## src/sv/lcsf_pkg.sv

```systemverilog
// ----------------------------------------------------------------------------
// lcsf_pkg
// Command codes shared by the longest common substring finder.
// ----------------------------------------------------------------------------
package lcsf_pkg;

  typedef enum logic [1:0] {
    CMD_CLEAR   = 2'd0,
    CMD_PATTERN = 2'd1,
    CMD_TEXT    = 2'd2
  } cmd_e;

  localparam int unsigned CharW = 8;

endpackage

```

## src/sv/longest_common_substring_finder.sv

```systemverilog
// ----------------------------------------------------------------------------
// longest_common_substring_finder
// Streams pattern then text bytes and reports the longest common substring.
//
//   channel | direction | payload                                      | accept
//   in      | input     | cmd, data_byte, last                         | in_valid & in_ready
//   out     | output    | match_length, text_offset, pattern_offset,   | out_valid & out_ready
//           |           | truncated                                    |
//
// A clear or pattern transaction completes as it is accepted. A text
// transaction walks the row of suffix lengths one cell per cycle through a
// single compare/add unit and a cell memory with one read and one write port.
// in_ready is low while a text byte is processed. A result waiting on a
// stalled output stalls only the end of the next text byte marked last.
// Reset clears counters and the best match; cell memory needs no clearing.
// ----------------------------------------------------------------------------
module longest_common_substring_finder
  import lcsf_pkg::*;
#(
  parameter int unsigned PATTERN_MAX = 32,
  parameter int unsigned TEXT_MAX    = 4096,
  localparam int unsigned CntW  = $clog2(PATTERN_MAX + 1),
  localparam int unsigned PidxW = (PATTERN_MAX > 1) ? $clog2(PATTERN_MAX) : 1,
  localparam int unsigned TxtW  = $clog2(TEXT_MAX)
) (
  input  logic             clk_i,
  input  logic             rst_ni,

  input  logic             in_valid_i,
  output logic             in_ready_o,
  input  logic [1:0]       cmd_i,
  input  logic [CharW-1:0] data_byte_i,
  input  logic             last_i,

  output logic             out_valid_o,
  input  logic             out_ready_i,
  output logic [CntW-1:0]  match_length_o,
  output logic [TxtW-1:0]  text_offset_o,
  output logic [PidxW-1:0] pattern_offset_o,
  output logic             truncated_o
);

  localparam int unsigned MemW = CharW + CntW;

  typedef enum logic [0:0] {
    ST_IDLE,
    ST_RUN
  } state_e;

  // Each cell holds a pattern byte and its current suffix length
  logic [MemW-1:0]  cell_mem [PATTERN_MAX];
  logic [MemW-1:0]  rd_data_q;

  state_e           state_q;
  logic [CntW-1:0]  pat_cnt_q;
  logic [TxtW-1:0]  txt_cnt_q;
  logic [CntW-1:0]  best_len_q;
  logic [TxtW-1:0]  best_txt_q;
  logic [PidxW-1:0] best_pat_q;
  logic             ovf_q;
  logic [CntW-1:0]  rd_idx_q;
  logic [PidxW-1:0] proc_idx_q;
  logic             v_q;
  logic [CntW-1:0]  prev_q;

  logic [CharW-1:0] ch_q;
  logic             last_q;
  logic [TxtW-1:0]  pos_q;

  logic             out_valid_q;
  logic [CntW-1:0]  out_len_q;
  logic [TxtW-1:0]  out_txt_q;
  logic [PidxW-1:0] out_pat_q;
  logic             out_trunc_q;

  logic             in_fire;
  logic             out_fire;
  logic             pat_room;
  logic             rd_go;
  logic             done;
  logic [CharW-1:0] cell_pat;
  logic [CntW-1:0]  cell_len;
  logic [CntW-1:0]  new_len;
  logic             better;
  logic [CntW-1:0]  pat_end;
  logic [TxtW:0]    txt_end;
  logic [PidxW-1:0] pat_start;
  logic [TxtW-1:0]  txt_start;
  logic             mem_we;
  logic [PidxW-1:0] mem_wa;
  logic [MemW-1:0]  mem_wd;

  assign in_ready_o = (state_q == ST_IDLE);
  assign in_fire    = in_valid_i & in_ready_o;
  assign out_fire   = out_valid_q & out_ready_i;
  assign pat_room   = (pat_cnt_q < CntW'(PATTERN_MAX));

  assign rd_go = (state_q == ST_RUN) && (rd_idx_q < pat_cnt_q);
  // Finish once the row is drained; a last byte also needs a free output slot
  assign done  = (state_q == ST_RUN) && !rd_go && !v_q &&
                 (!last_q || !out_valid_q || out_ready_i);

  assign cell_pat = rd_data_q[MemW-1 -: CharW];
  assign cell_len = rd_data_q[CntW-1:0];
  assign new_len  = (cell_pat == ch_q) ? prev_q + CntW'(1) : '0;
  assign better   = v_q && (new_len > best_len_q);

  // Start offsets: (index + 1 - len), floored at zero
  assign pat_end = CntW'(proc_idx_q) + CntW'(1);
  assign txt_end = {1'b0, pos_q} + (TxtW + 1)'(1);

  always_comb begin
    if (new_len > pat_end) begin
      pat_start = '0;
    end else begin
      pat_start = PidxW'(pat_end - new_len);
    end
    if ((TxtW + 1)'(new_len) > txt_end) begin
      txt_start = '0;
    end else begin
      txt_start = TxtW'(txt_end - (TxtW + 1)'(new_len));
    end
  end

  always_comb begin
    mem_we = 1'b0;
    mem_wa = pat_cnt_q[PidxW-1:0];
    mem_wd = {data_byte_i, {CntW{1'b0}}};
    if (v_q) begin
      mem_we = 1'b1;
      mem_wa = proc_idx_q;
      mem_wd = {cell_pat, new_len};
    end else if (in_fire && (cmd_i == CMD_PATTERN) && pat_room) begin
      mem_we = 1'b1;
    end
  end

  always_ff @(posedge clk_i) begin
    if (mem_we) begin
      cell_mem[mem_wa] <= mem_wd;
    end
    if (rd_go) begin
      rd_data_q <= cell_mem[rd_idx_q[PidxW-1:0]];
    end
  end

  // Hold the text byte under work
  always_ff @(posedge clk_i) begin
    if (in_fire && (cmd_i == CMD_TEXT)) begin
      ch_q   <= data_byte_i;
      last_q <= last_i;
      pos_q  <= txt_cnt_q;
    end
  end

  always_ff @(posedge clk_i or negedge rst_ni) begin
    if (!rst_ni) begin
      state_q     <= ST_IDLE;
      pat_cnt_q   <= '0;
      txt_cnt_q   <= '0;
      best_len_q  <= '0;
      best_txt_q  <= '0;
      best_pat_q  <= '0;
      ovf_q       <= 1'b0;
      rd_idx_q    <= '0;
      proc_idx_q  <= '0;
      v_q         <= 1'b0;
      prev_q      <= '0;
      out_valid_q <= 1'b0;
      out_len_q   <= '0;
      out_txt_q   <= '0;
      out_pat_q   <= '0;
      out_trunc_q <= 1'b0;
    end else begin
      if (out_fire) begin
        out_valid_q <= 1'b0;
      end
      case (state_q)
        ST_IDLE: begin
          if (in_fire) begin
            case (cmd_i)
              CMD_CLEAR: begin
                pat_cnt_q  <= '0;
                txt_cnt_q  <= '0;
                best_len_q <= '0;
                best_txt_q <= '0;
                best_pat_q <= '0;
                ovf_q      <= 1'b0;
              end
              CMD_PATTERN: begin
                if (pat_room) begin
                  pat_cnt_q <= pat_cnt_q + CntW'(1);
                end else begin
                  ovf_q <= 1'b1;
                end
              end
              CMD_TEXT: begin
                if (txt_cnt_q < TxtW'(TEXT_MAX - 1)) begin
                  txt_cnt_q <= txt_cnt_q + TxtW'(1);
                end else begin
                  ovf_q <= 1'b1;
                end
                rd_idx_q <= '0;
                v_q      <= 1'b0;
                prev_q   <= '0;
                state_q  <= ST_RUN;
              end
              default: begin
                // unused command: drop
              end
            endcase
          end
        end
        ST_RUN: begin
          v_q <= rd_go;
          if (rd_go) begin
            proc_idx_q <= rd_idx_q[PidxW-1:0];
            rd_idx_q   <= rd_idx_q + CntW'(1);
          end
          if (v_q) begin
            prev_q <= cell_len;
          end
          if (better) begin
            best_len_q <= new_len;
            best_pat_q <= pat_start;
            best_txt_q <= txt_start;
          end
          if (done) begin
            state_q <= ST_IDLE;
            if (last_q) begin
              out_valid_q <= 1'b1;
              out_len_q   <= best_len_q;
              out_txt_q   <= best_txt_q;
              out_pat_q   <= best_pat_q;
              out_trunc_q <= ovf_q;
            end
          end
        end
        default: begin
          state_q <= ST_IDLE;
        end
      endcase
    end
  end

  assign out_valid_o      = out_valid_q;
  assign match_length_o   = out_len_q;
  assign text_offset_o    = out_txt_q;
  assign pattern_offset_o = out_pat_q;
  assign truncated_o      = out_trunc_q;

endmodule
```

## config.mk

```make
export PLATFORM = sky130hd
export DESIGN_NAME = longest_common_substring_finder
export DESIGN_NICKNAME = d
export VERILOG_FILES = /design/src/sv/lcsf_pkg.sv /design/src/sv/longest_common_substring_finder.sv
export SDC_FILE = /design/constraint.sdc
export NUM_CORES = 1
export LEC_CHECK = 0
export BUFFER_PORTS_ARGS = -buffer_cell sky130_fd_sc_hd__clkbuf_2
export CAP_MARGIN = 20
export CORE_MARGIN = 1
export CORE_UTILIZATION = 30
export DETAILED_ROUTE_END_ITERATION = 10
export PLACE_DENSITY = 0.43
export SYNTH_ARGS = -nofsm -noshare
export SYNTH_HDL_FRONTEND = slang
export SYNTH_SLANG_ARGS = --single-unit
```

## constraint.sdc

```tcl
create_clock -name clk_i -period 3.01 [get_ports clk_i]
set_input_delay 0.4515 -clock clk_i [delete_from_list [all_inputs] [get_ports clk_i]]
set_output_delay 0.4515 -clock clk_i [all_outputs]
set_load 0.01 [all_outputs]
```

==> metrics.md, run 1 <==
| Metric | Value |
|---|---|
| Port Buffers | `40` |
| Router iterations before antenna repair | `5` |
| Tot Pwr | `24.6 mW` |
| Slew Viols, Final | `0` |
| Max Freq | `322 MHz` |
| Worst-path clk slew | `60 ps` |
| Worst-Skew Late Latency | `600 ps` |
| Multi-input gate area | `0.00686 mm^2` |
| Crit end category | `register` |
| Worst EP arrival | `3590 ps` |
| VDD IR max | `0.000429 V` |
| Int Pwr | `17.4 mW` |
| Vias post-DR | `12119` |
| TritonCTS Buffers | `67` |
| R2R Setup Slk | `-90 ps` |
| Sink Count | `569` |
| Total track usage | `15.2%` |
| Die W | `283 um` |
| Power share of the sequential group | `41.1%` |
| Initial Util | `30.4%` |
| RSZ-0062 raised after global routing | `true` |
| Leakage | `10.2 nW` |
| Routed vias/inst | `4.76` |
| GPL Wtd Cong | `0.770` |
| Number of synthesized register bits | `569` |
| P&R area growth vs syn | `21.4%` |
| Type of origin of the critical path | `register` |
| R2R Path End | `best_txt_q[8]` |
| Switch share | `29.3%` |
| Max incr delay on CP | `410 ps` |
| Vias in the first global route | `12608` |
| R2R cell count | `15` |
| Critical path data required time | `3500 ps` |
| Drt drc | `0` |
| Mapped Cells | `1276` |
| Core ar. | `0.0777 mm^2` |
| Worst-path fanout max | `3` |
| Tmin final | `3100 ps` |
| Crit-path slowest cell | `or3_4` |
| Worst Tran Pin Value | `1010 ps` |
| GR Overflow Total | `0` |
| Die Ht | `283 um` |
| Wirelength per Cell | `23.4 um` |
| Total die area | `0.0798 mm^2` |
| Share of cells above drive strength 1 | `33.9%` |
| Mapped cell area | `0.0236 mm^2` |
| Fillers | `7209` |
| Max clock buf depth | `3` |
| Largest net degree at the start of global routing | `48` |
| Setup ws final | `-90.9 ps` |
| Post-synth top flop | `edfxtp_1` |
| Outcome | `complete, but fails checks` |
| Post-DP HPWL | `37.9 mm` |
| Syn Area/Cell | `18.5 um^2` |
| Power density cells | `859 mW/mm^2` |
| Clock Power Share | `31.6%` |
| Final WL | `59.6 mm` |
| First-pass GRT wire length | `86.8 mm` |
| Combinational Power Share | `27.2%` |
| Syn_nets | `1333` |
| CTS tree | `built` |
| Register area share after synthesis | `70.5%` |
| Final count of negative-setup-slack endpoints | `2` |
| Post-synth EDFFs | `483` |
| Worst hold slack | `91.9 ps` |
| Num ports | `41` |
| Crit path kind | `reg -> reg` |
| Psw | `7.21 mW` |
| FP Rows | `102` |
| WHS Path Cells | `1` |
| Placed cell areas | `0.0261 mm^2` |
| CTS Root Cell | `clkbuf_16` |
| ANT cells | `0` |
| Failing checks | `setup timing` |
| Post-route design area | `0.0287 mm^2` |
| Layout Skew | `17.3 ps` |
| Warnings from Yosys | `0` |
| Max Cap Violations | `0` |
| Post-route ant nets | `0` |
| Min-delay src | `last_i` |
| Worst flop-to-flop path startpoint | `ch_q[3]` |
| Max_slew headroom | `32.4%` |
| Storage element area | `0.0167 mm^2` |
| Hold/Removal Path Class | `in -> reg` |
| Tcrit/Tclk final | `103%` |
| Layout Nets | `1514` |
| Hold Fails Final Rpt | `0` |
| Iter 0 DRT Violations | `742` |
| # H-tree levels | `3` |
| Hold Path End | `last_q` |
| Critical path cell sequence | `xnor2_1, nand4_1, or3_4, inv_4, ha_4, inv_2, fa_2, a21o_1, a21o_1, nand3_2, mux2i_4, a211oi_4, mux2i_1, xnor2_1, o2bb2ai_1` |
| FFs w/ async S/R, synth | `15.1%` |
| Initial antenna violation count | `0` |
| Post-synthesis cell type count | `58` |
==> worst max-delay path: cells and delay by family (launching register included) <==
family	cells	cell delay (ps)
xor gates and xnor gates	2	330
and+or+nand+nor	3	650
muxes	2	340
buffers and inverters	2	110
AOI/OAI and AO/OA	4	730
adders and majority gates	2	450
DFF	1	380
==> what timing repair did <==
action,4_1_cts,5_1_grt
buffers inserted,4,13
pin swaps,4,18
cloned,0,2
endpoints found under the setup margin,6,23
resized for setup,7,62
hold endpoints to repair,39,0
hold buffers,1,0
==> synth_stat cells (3+ instances only) <==
library cell / count / share of area [%]
a21o_1: 14 / 0.45
a21oi_1: 9 / 0.19
a32oi_1: 3 / 0.11
and2_1: 3 / 0.079
and3_1: 6 / 0.16
and4_1: 4 / 0.15
buf_1: 6 / 0.095
buf_2: 7 / 0.15
buf_4: 3 / 0.095
buf_6: 3 / 0.14
clkbuf_1: 38 / 0.60
dfrtp_1: 86 / 9.1
edfxtp_1: 483 / 61
ha_1: 40 / 2.1
inv_1: 41 / 0.65
mux2_2: 50 / 2.4
mux2i_1: 12 / 0.51
mux4_2: 140 / 13
nand2_1: 61 / 0.97
nand2b_1: 6 / 0.16
nand3_1: 32 / 0.68
nand4_1: 9 / 0.24
nor2_1: 76 / 1.2
nor2b_1: 7 / 0.19
nor3_1: 4 / 0.085
o21ai_0: 23 / 0.49
o2bb2ai_1: 11 / 0.41
o31ai_1: 8 / 0.25
xnor2_1: 34 / 1.3
xor2_1: 18 / 0.67
==> logic make-up after synthesis <==
kind of cell             Yosys count  synth area share, %
adder cells (fa/ha/maj)           44                 2.37
buffers and inverters             99                 1.81
AO/OA/AOI/OAI                     92                 2.86
multiplexers                     202                 16.2
XOR/XNOR                          52                 1.93
flip-flops                       569                 70.5
AND/OR/NAND/NOR                  218                 4.24
==> layer usage <==
metal / vias to the layer above / global-route usage [%] / wire length [um]
li1: 5422 / - / -
met1: 6401 / 21.0 / 27600
met2: 213 / 24.3 / 28400
met3: 83 / 2.54 / 1970
met4: 0 / 4.88 / 1630
met5: - / 0 / 0
==> power by group through the flow <==
stage | Sequential [mW] | Combinational [mW] | Clock (mW)
floorplan | 10.1 | 4.11 | 0
global placement | 10.3 | 6.65 | 0
detailed placement | 10.3 | 6.67 | 0
CTS | 10.1 | 6.71 | 8.02
global route | 10.2 | 7.29 | 8.28
finish | 10.1 | 6.70 | 7.78
==> flip-flops by register name (all words and copies together), names as in the netlist, 8 cells and up <==
| signal | count |
|---|---|
| rd_data_q | 14 |
| cell_mem | 448 |
| txt_cnt_q | 12 |
| text_offset_o | 12 |
| pos_q | 12 |
| ch_q | 8 |
| best_txt_q | 12 |
==> stage by stage <==
stage	setup slack (ps)	utilization [%]	instances	TNS (ps)
after detailed placement	-193	33.5	2410	-612
final	-90.9	36.9	2545	-180
after floorplan	-87.1	-	1276	-151
after CTS	-180	36.3	2532	-332
after global placement	-123	33.5	2410	-1220
after global routing	-282	36.9	2545	-1620
==> worst max path at each step <==
stage / from / endpoint / slack [ps]
5_1_grt: rd_data_q[9] / best_txt_q[10] / -280
3_5_place_dp: rd_data_q[10] / best_txt_q[10] / -190
4_1_cts: rd_data_q[10] / best_txt_q[10] / -180
3_3_place_gp: rd_data_q[12] / best_txt_q[8] / -120
2_1_floorplan: rd_data_q[12] / best_txt_q[8] / -90
6_report: ch_q[3] / best_txt_q[8] / -90
==> area by class of cell <==
type / instances / share of cell area [%]
Sequential cell: 569 / 58.1
Multi-Input combinational cell: 608 / 23.9
Clock buffer: 86 / 6.39
Timing Repair Buffer: 169 / 5.42
Tap cell: 1040 / 4.54
Clock inverter: 31 / 0.947
Inverter: 42 / 0.611
==> placed cells by master, fill, tap and decap left out, types with 15 or more instances in the layout <==
| cell | count |
|---|---|
| buf_12 | 24 |
| buf_4 | 94 |
| clkbuf_16 | 72 |
| clkbuf_2 | 39 |
| clkinv_1 | 15 |
| dfrtp_1 | 82 |
| edfxtp_1 | 483 |
| ha_1 | 36 |
| inv_1 | 36 |
| mux2_2 | 50 |
| mux4_2 | 140 |
| nand2_1 | 56 |
| nand3_1 | 29 |
| nor2_1 | 69 |
| o21ai_0 | 20 |
| xnor2_1 | 32 |
| xor2_1 | 18 |
Power figures use the tool's default switching activity.
==> run 2, diff against run 1 <==
Settings changed: CORE_ASPECT_RATIO from default to 1.2, CORE_UTILIZATION 30 to 45, HOLD_SLACK_MARGIN from default to 0.06, PLACE_DENSITY 0.43 to 0.6.
==> run 2 against run 1 <==
  * The run still ends with setup timing left
  * Hold slack better by 0.61 ps
  * Count of clock-buffer cells in the layout fell by 19
  * Power is 6.8% lower
  * Critical endpoint is now best_txt_q[10]
  * Wire length shrank 11%
  * Setup slack got worse by 30 ps
  * Utilization up 16 points
  * Final cell count is 15% lower
  * Die area shrank 33%
  * Largest power group unchanged
  * Critical path type unchanged
==> metrics.md, run 2 (same netlist as run 1, synthesis figures left out) <==
| Metric | Value |
|---|---|
| Clock Power Share | `29.3% (-2.3 points)` |
| Min-delay src | `data_byte_i[4]` |
| Fillers | `4050 (-44%)` |
| R2R Path End | `best_txt_q[10]` |
| Final count of negative-setup-slack endpoints | `8 (+6)` |
| Setup TNS | `-303 ps (-122 ps)` |
| Crit end category | `register` |
| Tcrit/Tclk final | `104% (+0.99 points)` |
| Largest regs | `cell_mem x448, rd_data_q x14` |
| Worst EP arrival | `3620 ps (+30 ps)` |
| Post-DP HPWL | `32.9 mm (-13%)` |
| Worst-path clk slew | `60 ps (about the same)` |
| TritonCTS Buffers | `54 (-19%)` |
| Max Freq | `319 MHz (-0.96%)` |
| Num ports | `41 (unchanged)` |
| Total die area | `0.0534 mm^2 (-33%)` |
| Max Cap Violations | `0 (unchanged)` |
| Multi-input gate area | `0.00670 mm^2 (-2.4%)` |
| Max_slew headroom | `23.3% (-9.1 points)` |
| Psw | `6.56 mW (-9.0%)` |
| Most frequent cells in the layout | `483 x edfxtp_1, 140 x mux4_2, 83 x dfrtp_1` |
| Combinational Power Share | `26.7% (-0.5 points)` |
| # H-tree levels | `2 (-1)` |
| Worst Tran Pin Value | `1150 ps (+136 ps)` |
| Leakage | `9.82 nW (-3.8%)` |
| RSZ-0062 raised after global routing | `true` |
| Drt drc | `0 (unchanged)` |
| Biggest register | `cell_mem` |
| Outcome | `complete, but fails checks` |
| Hold Fails Final Rpt | `0 (unchanged)` |
| Switch share | `28.6% (-0.71 points)` |
| Core Util, Final | `53.2% (+16 points)` |
| Layout Skew | `19.5 ps (+2.17 ps)` |
| Routed vias/inst | `5.62 (+18%)` |
| First-pass GRT wire length | `79.0 mm (-9.0%)` |
| Layout Nets | `1477 (-2.4%)` |
| Slew Viols, Final | `0 (unchanged)` |
| Iter 0 DRT Violations | `1085 (+46%)` |
| GR Overflow Total | `0 (unchanged)` |
| Storage element area | `0.0167 mm^2 (about the same)` |
| Power density cells | `836 mW/mm^2 (-2.7%)` |
| R2R cell count | `15 (unchanged)` |
| WHS Path Cells | `1 (unchanged)` |
| Cells after DPL | `2047 (-15%)` |
| Die W | `211 um (-25%)` |
| P&R area growth vs syn | `16.3%` |
| VDD IR max | `0.000517 V (+21%)` |
| Vias post-DR | `12132 (+0.11%)` |
| CTS tree | `built` |
| Initial Util | `45.8% (+15 points)` |
| Share of cells above drive strength 1 | `30.3% (-3.6 points)` |
| Worst-Skew Late Latency | `620 ps (+20 ps)` |
| Largest net degree at the start of global routing | `117 (+140%)` |
| GPL Wtd Cong | `0.872 (+13%)` |
| Core ar. | `0.0516 mm^2 (-34%)` |
| Crit path kind | `reg -> reg` |
| Sink Count | `569 (unchanged)` |
| Failing checks | `setup timing` |
| Tmin final | `3130 ps (+29.9 ps)` |
| Max clock buf depth | `3 (unchanged)` |
| Most common cell after layout, fill and taps aside | `edfxtp_1` |
| Critical path data required time | `3500 ps (about the same)` |
| Final WL | `53.1 mm (-11%)` |
| Router iterations before antenna repair | `5 (unchanged)` |
| ANT cells | `0 (unchanged)` |
| Die Ht | `253 um (-10%)` |
| Wirelength per Cell | `24.6 um (+5.0%)` |
| Total track usage | `20.4% (+5.3 points)` |
| Type of origin of the critical path | `register` |
| Hold/Removal Path Class | `in -> reg` |
| Worst-path fanout max | `3 (unchanged)` |
| Port Buffers | `40 (unchanged)` |
| Setup ws final | `-121 ps (-29.9 ps)` |
| Vias in the first global route | `12440 (-1.3%)` |
| Fin cells | `2159 (-15%)` |
| CTS Root Cell | `clkbuf_16` |
| Post-route ant nets | `0 (unchanged)` |
| Int Pwr | `16.4 mW (-5.8%)` |
| Power share of the sequential group | `43.9% (+2.8 points)` |
| R2R Setup Slk | `-120 ps (-30 ps)` |
| Worst flop-to-flop path startpoint | `rd_data_q[9]` |
| Tot Pwr | `22.9 mW (-6.8%)` |
| Initial antenna violation count | `0 (unchanged)` |
| Worst hold slack | `92.5 ps (+0.606 ps)` |
| Hold Path End | `ch_q[4]` |
| Max reg flops | `448 (unchanged)` |
| FP Rows | `91 (-11%)` |
run 2: critical path, cell delays in order, from the launching register on:
cell and delay [ps]:
edfxtp_1 440, xnor2_2 140, nand4_1 160, or3_4 380
inv_4 70, ha_4 120, inv_2 30, fa_2 330
a21o_1 170, a21o_1 220, nand3_1 110, mux2i_2 100
a2111oi_2 270, mux2i_1 260, xnor2_1 140, o2bb2ai_1 70
run 2: layer usage:
layer | global-route usage [%] | share of wire (%) | vias to the layer above
met5 | 0 | 0 | -
met3 | 2.51 | 4.0 | 96
li1 | - | - | 5324
met1 | 25.7 | 40 | 6382
met4 | 8.03 | 3.4 | 0
met2 | 36.0 | 53 | 330
run 2: layout make-up:
class / instances / area share [%]
multi-input combinational: 609 / 24.4
clock buffer: 67 / 5.18
sequential: 569 / 60.7
inverter: 42 / 0.629
clock inverter: 31 / 1.18
timing repair buffer: 144 / 4.73
tap: 697 / 3.18
run 2: power groups by stage:
stage          Sequential, mW  Clock [mW]  Combinational (mW)
5_1_grt                  10.2        7.16                6.63
3_5_place_dp             10.2           0                6.18
6_report                 10.1        6.73                6.14
3_3_place_gp             10.2           0                6.15
4_1_cts                  10.1        6.88                6.22
2_1_floorplan            10.1           0                4.11
run 2: timing repair:
item | CTS | global route
pin swaps | 2 | 7
buffers inserted | 3 | 1
resized for setup | 5 | 27
endpoints found under the setup margin | 13 | 22
endpoints found under the hold margin | 35 | 0
hold buffers | 7 | 0
cloned | 0 | 2
run 2: worst max-delay path by stage:
stage / slack [ps] / start / end / depth (start not counted)
after global routing: -310 / rd_data_q[12] / best_txt_q[8] / 15
after floorplan: -90 / rd_data_q[12] / best_txt_q[8] / 15
final: -120 / rd_data_q[9] / best_txt_q[10] / 15
after detailed placement: -150 / rd_data_q[10] / best_txt_q[8] / 15
after CTS: -110 / rd_data_q[10] / best_txt_q[10] / 15
after global placement: -110 / ch_q[4] / best_txt_q[8] / 15
run 2: per-stage QoR:
| stage | setup slack [ps] | area [um^2] |
|---|---|---|
| after global placement | -109 | 25500 |
| after global routing | -307 | 27500 |
| after floorplan | -87.1 | 23600 |
| after CTS | -109 | 27300 |
| after detailed placement | -154 | 25500 |
| final | -121 | 27500 |
